===== src/sv/srtm_ram.sv =====
// Generic single-port-write, single-read RAM with registered read data.
// No dependencies.
module srtm_ram #(
  parameter int Width = 17,
  parameter int Depth = 64
) (
  input  logic                     clk_i,
  input  logic                     we_i,
  input  logic [$clog2(Depth)-1:0] waddr_i,
  input  logic [Width-1:0]         wdata_i,
  input  logic [$clog2(Depth)-1:0] raddr_i,
  output logic [Width-1:0]         rdata_o
);
  logic [Width-1:0] mem_q [Depth];

  always_ff @(posedge clk_i) begin
    if (we_i) mem_q[waddr_i] <= wdata_i;
    rdata_o <= mem_q[raddr_i];
  end
endmodule


===== config.mk =====
export PLATFORM = sky130hd
export DESIGN_NAME = srtm_ram
export DESIGN_NICKNAME = d
export VERILOG_FILES = /design/src/sv/srtm_ram.sv
export SDC_FILE = /design/constraint.sdc
export NUM_CORES = 1
export LEC_CHECK = 0
export BUFFER_PORTS_ARGS = -buffer_cell sky130_fd_sc_hd__buf_2
export CAP_MARGIN = 25
export CORE_ASPECT_RATIO = 1.2
export CORE_MARGIN = 1
export CORE_UTILIZATION = 49
export DETAILED_ROUTE_END_ITERATION = 6
export GPL_ROUTABILITY_DRIVEN = 1
export HOLD_SLACK_MARGIN = 0.08
export SLEW_MARGIN = 10
export SYNTH_ARGS = -nofsm -noshare
export SYNTH_HDL_FRONTEND = slang
export SYNTH_SLANG_ARGS = --single-unit

===== constraint.sdc =====
create_clock -name clk_i -period 3.6 [get_ports clk_i]
set_clock_uncertainty 0.05 [all_clocks]
set_input_delay 0.18 -clock clk_i [delete_from_list [all_inputs] [get_ports clk_i]]
set_output_delay 0.18 -clock clk_i [all_outputs]
set_load 0.05 [all_outputs]

After elaboration in Yosys (flattened, before gate mapping) --
Memories as Yosys holds them, arrays and structs flattened. A register that Yosys moved wholly into a read port is not among the register bits. Cells that the tools add are included.
Word-level totals: flip-flop bits (word level) 0, bits in writable memories 1088, input port bits 31, memories 1
Memories:
- mem_q | depth 64, width 17, rd ports 1, clocked after memory_dff 1, write ports 1, RTL line 14 | logic [Width-1:0] mem_q [Depth];
Operators by class: multiplexer cells 2
Operators with widths (count):
- two-way mux 1 bit | 2

Longest topological paths before layout --
depth in word-level cells 2, mapped depth 9

Least setup slack after synthesis --
Ideal clock, no wire load.
path kind input port to flip-flop, start in waddr_i[3], end mem mem_q[48][0], enable pin, setup time 0.412 ns, arrival time 1.873 ns, required time 3.138 ns, slack 1.265 ns, stages 4, buffers on the path 1, cells stage by stage clkbuf_1 nor2b_1 nand4b_1 nor3_1
RTL lines:
- start: declaration | RTL line 9 | input logic [$clog2(Depth)-1:0] waddr_i,
- end: declaration | RTL line 14
No word-level cell before the write port.

==> flow_summary.toml <==
[die]
rows = 117
io_pins = 48
core_sq_um = 85200
initial_core_util_pct = 49.7
fp.dieH_microns = 324
die_w_microns = 270
dieArea_sq_um = 87600

[sta]
fin_tns_setup_ps = 0
slew_violations = 0
rsz0062_at_grt = "false"
worst_slack_ps = 1240
max_freq_ghz = 0.424
slew-limit-headroom_pct = 29.6
fin_crit_sh_pct = 65.5
finalSetupViolCount = 0
tightest_slew_ps = 1060
finalHoldViolCount = 0
min_period_ps = 2360

[logic_synthesis]
synth_cell_types = 38
synth_async_sr_flop_share_pct = 0
synth_edf_count = 1088
syn_nets = 1984
synth_seq_cells = 1105
synth_ff_type = "edfxtp_1"
ys_seq_area_share_pct = 78.0
syn_avg_cell_area_sq_um = 21.7
synth_commonest_cells = "edfxtp_1, mux4_2, mux2i_1"
synth.most_common_cell = "edfxtp_1"
syn_inst = 1953
yosysTopAreaCell = "edfxtp_1"
synth_area_sq_um = 42300
yosysTopAreaCellShare_pct = 77.2
synthTopCellsByArea = "edfxtp_1, mux4_2, mux2i_1"
synth-warning-count = 0

[placed_design]
dp_slack_ps = 579
routabilityCongestion = 0.849
dp_hpwl_mm = 63.6
portBuffers = 47

[worst_hold_path]
hp-start = "wdata_i[14]"
holdPathEnd = "mem_q[33][14]"
hp-class = "input port to register"
whs_path_depth = 1

[power]
peakVddDrop_mv = 0.389
cellPowerDensity_nw_per_um2 = 542
leakagePower_nw = 15.4

[status]
status = "completed"

[global_route]
grt_pass1_wl_mm = 148
grt-ovfl-total = 0
grt_pass1_vias = 20900
grt_usage_pct = 23.9
grt_max_degree = 67
antenna_found_initial = 10

[drt]
vias_per_cell = 6.11
wl_mm = 103
drt-wirelength-per-cell_microns = 30.6
drc_errors = 0
first_iter_violations = 2047
final_antenna_net_count = 0
drt-pass1-iter-count = 6
vias = 20600

[setup_path]
cp_cell_sequence = "dlygate4sd3_1, buf_2, buf_4, nand2_1, o221ai_1, a211oi_1"
r2r_cells = 5
cp-end-kind = "register"
crit_type = "input port to register"
rr_endpoint = "rdata_o[14]"
rrSetupSlack_ps = 1350
worstReg2RegStart = "mem_q[23][14]"
required_ps = 4070
critical_path.slowest_cell = "o221ai_1"
critPathMaxFanout = 31
start_kind = "input port"
crit_arrival_ps = 2830
critical-path-max-stage-delay_ps = 660

[flow_run]
cap_violations = 0

[cts]
cts_setup_buffers = 0
path_clk_slew_ps = 60
root_buffer = "clkbuf_16"
cts_made_buffers = 103
cts_hold_buf = 17
cts_resized = 0
cts.path.max_buffers = 3
tritoncts = "done"
insertion_delay_ps = 680
cts.htree.levels = 3
cts_sinks = 1105

[finish]
fill_cells = 6425
drive_above_1_share_pct = 26.2
fin_nets = 2183
area_growth_pct = 13.2
critical path: cells and delay by family:
kind	cells	cell delay [ps]
AND/OR/NAND/NOR	1	320
AO/OA/AOI/OAI	2	870
buffers and inverters	3	1430
power breakdown:
group          leakage (nW)  internal (mW)  switching [mW]
Clock                  1.55           5.68            4.57
Sequential             9.93           14.2          0.0442
Combinational          3.89          0.499           0.967
Total                  15.4           20.4            5.58
cells by family (layout without fill, tap and decap cells):
kind of cell / after synthesis / count (layout) / synth area share (%)
flip-flops: 1105 / 1105 / 78.0
other: 0 / 5 / 0
multiplexers: 356 / 356 / 14.8
buffers and inverters: 114 / 396 / 1.68
AND/OR/NAND/NOR: 213 / 213 / 2.43
AO/OA/AOI/OAI: 165 / 165 / 3.10
registers in the layout (all words and copies together) (netlist names):
signal,cells
mem_q,1088
rdata_o,17
stage by stage:
step | instance area, sq um | power, mW | hold slack, ps | utilization (%) | cells
final | 47900 | 26.0 | 128 | 56.3 | 3370
after CTS | 47900 | 26.2 | 88.8 | 56.2 | 3363
after global routing | 47900 | 26.7 | 120 | 56.3 | 3366
after global placement | 44500 | 16.0 | 604 | 52.3 | 3156
after detailed placement | 44600 | 16.0 | 575 | 52.3 | 3158
after floorplan | 42300 | 15.4 | 229 | - | 1953
cell usage in the layout, fill, tap and decap left out, types with 18 or more instances in the layout:
cell type | netlist | layout
edfxtp_1 | 1088 | 1088
mux4_2 | 216 | 216
buf_4 | 17 | 129
mux2i_1 | 128 | 128
clkbuf_16 | 0 | 103
nor2_1 | 99 | 79
a22oi_1 | 63 | 63
buf_2 | 34 | 44
a221oi_1 | 43 | 43
clkbuf_1 | 44 | 31
nand2_1 | 25 | 25
nor2b_1 | 25 | 24
a211oi_1 | 23 | 23
nor2_2 | 0 | 20
clkinv_2 | 0 | 18
dlygate4sd3_1 | 0 | 18
metal layers:
layer / vias to the layer above / wire, microns / global-route usage, %
li1: 8636 / - / -
met5: - / 34 / 0
met2: 729 / 49900 / 38.5
met3: 151 / 6550 / 3.29
met4: 6 / 3420 / 8.58
met1: 11100 / 43300 / 33.6
how the worst max path moves through the flow:
| stage | slack (ps) | start | cells after the start | to |
|---|---|---|---|---|
| after floorplan | 1260 | waddr_i[3] | 4 | mem_q[48][0] |
| after global placement | 570 | raddr_i[1] | 8 | rdata_o[2] |
| after detailed placement | 580 | raddr_i[1] | 8 | rdata_o[7] |
| after CTS | 1320 | raddr_i[1] | 8 | rdata_o[7] |
| after global routing | 1220 | raddr_i[1] | 8 | rdata_o[7] |
| final | 1240 | raddr_i[4] | 6 | rdata_o[7] |
cell type report:
| cell class | instances | area, sq um | share of cell area, % |
|---|---|---|---|
| clock buffer | 143 | 2820 | 5.88 |
| clock inverter | 45 | 332 | 0.692 |
| antenna | 5 | 12.5 | 0.0261 |
| inverter | 1 | 3.75 | 0.00783 |
| sequential | 1105 | 33000 | 68.9 |
| tap | 1130 | 1410 | 2.95 |
| multi-input combinational | 734 | 8680 | 18.1 |
| timing repair buffer | 207 | 1670 | 3.48 |
Note: power is estimated with default switching activity, not from simulation.
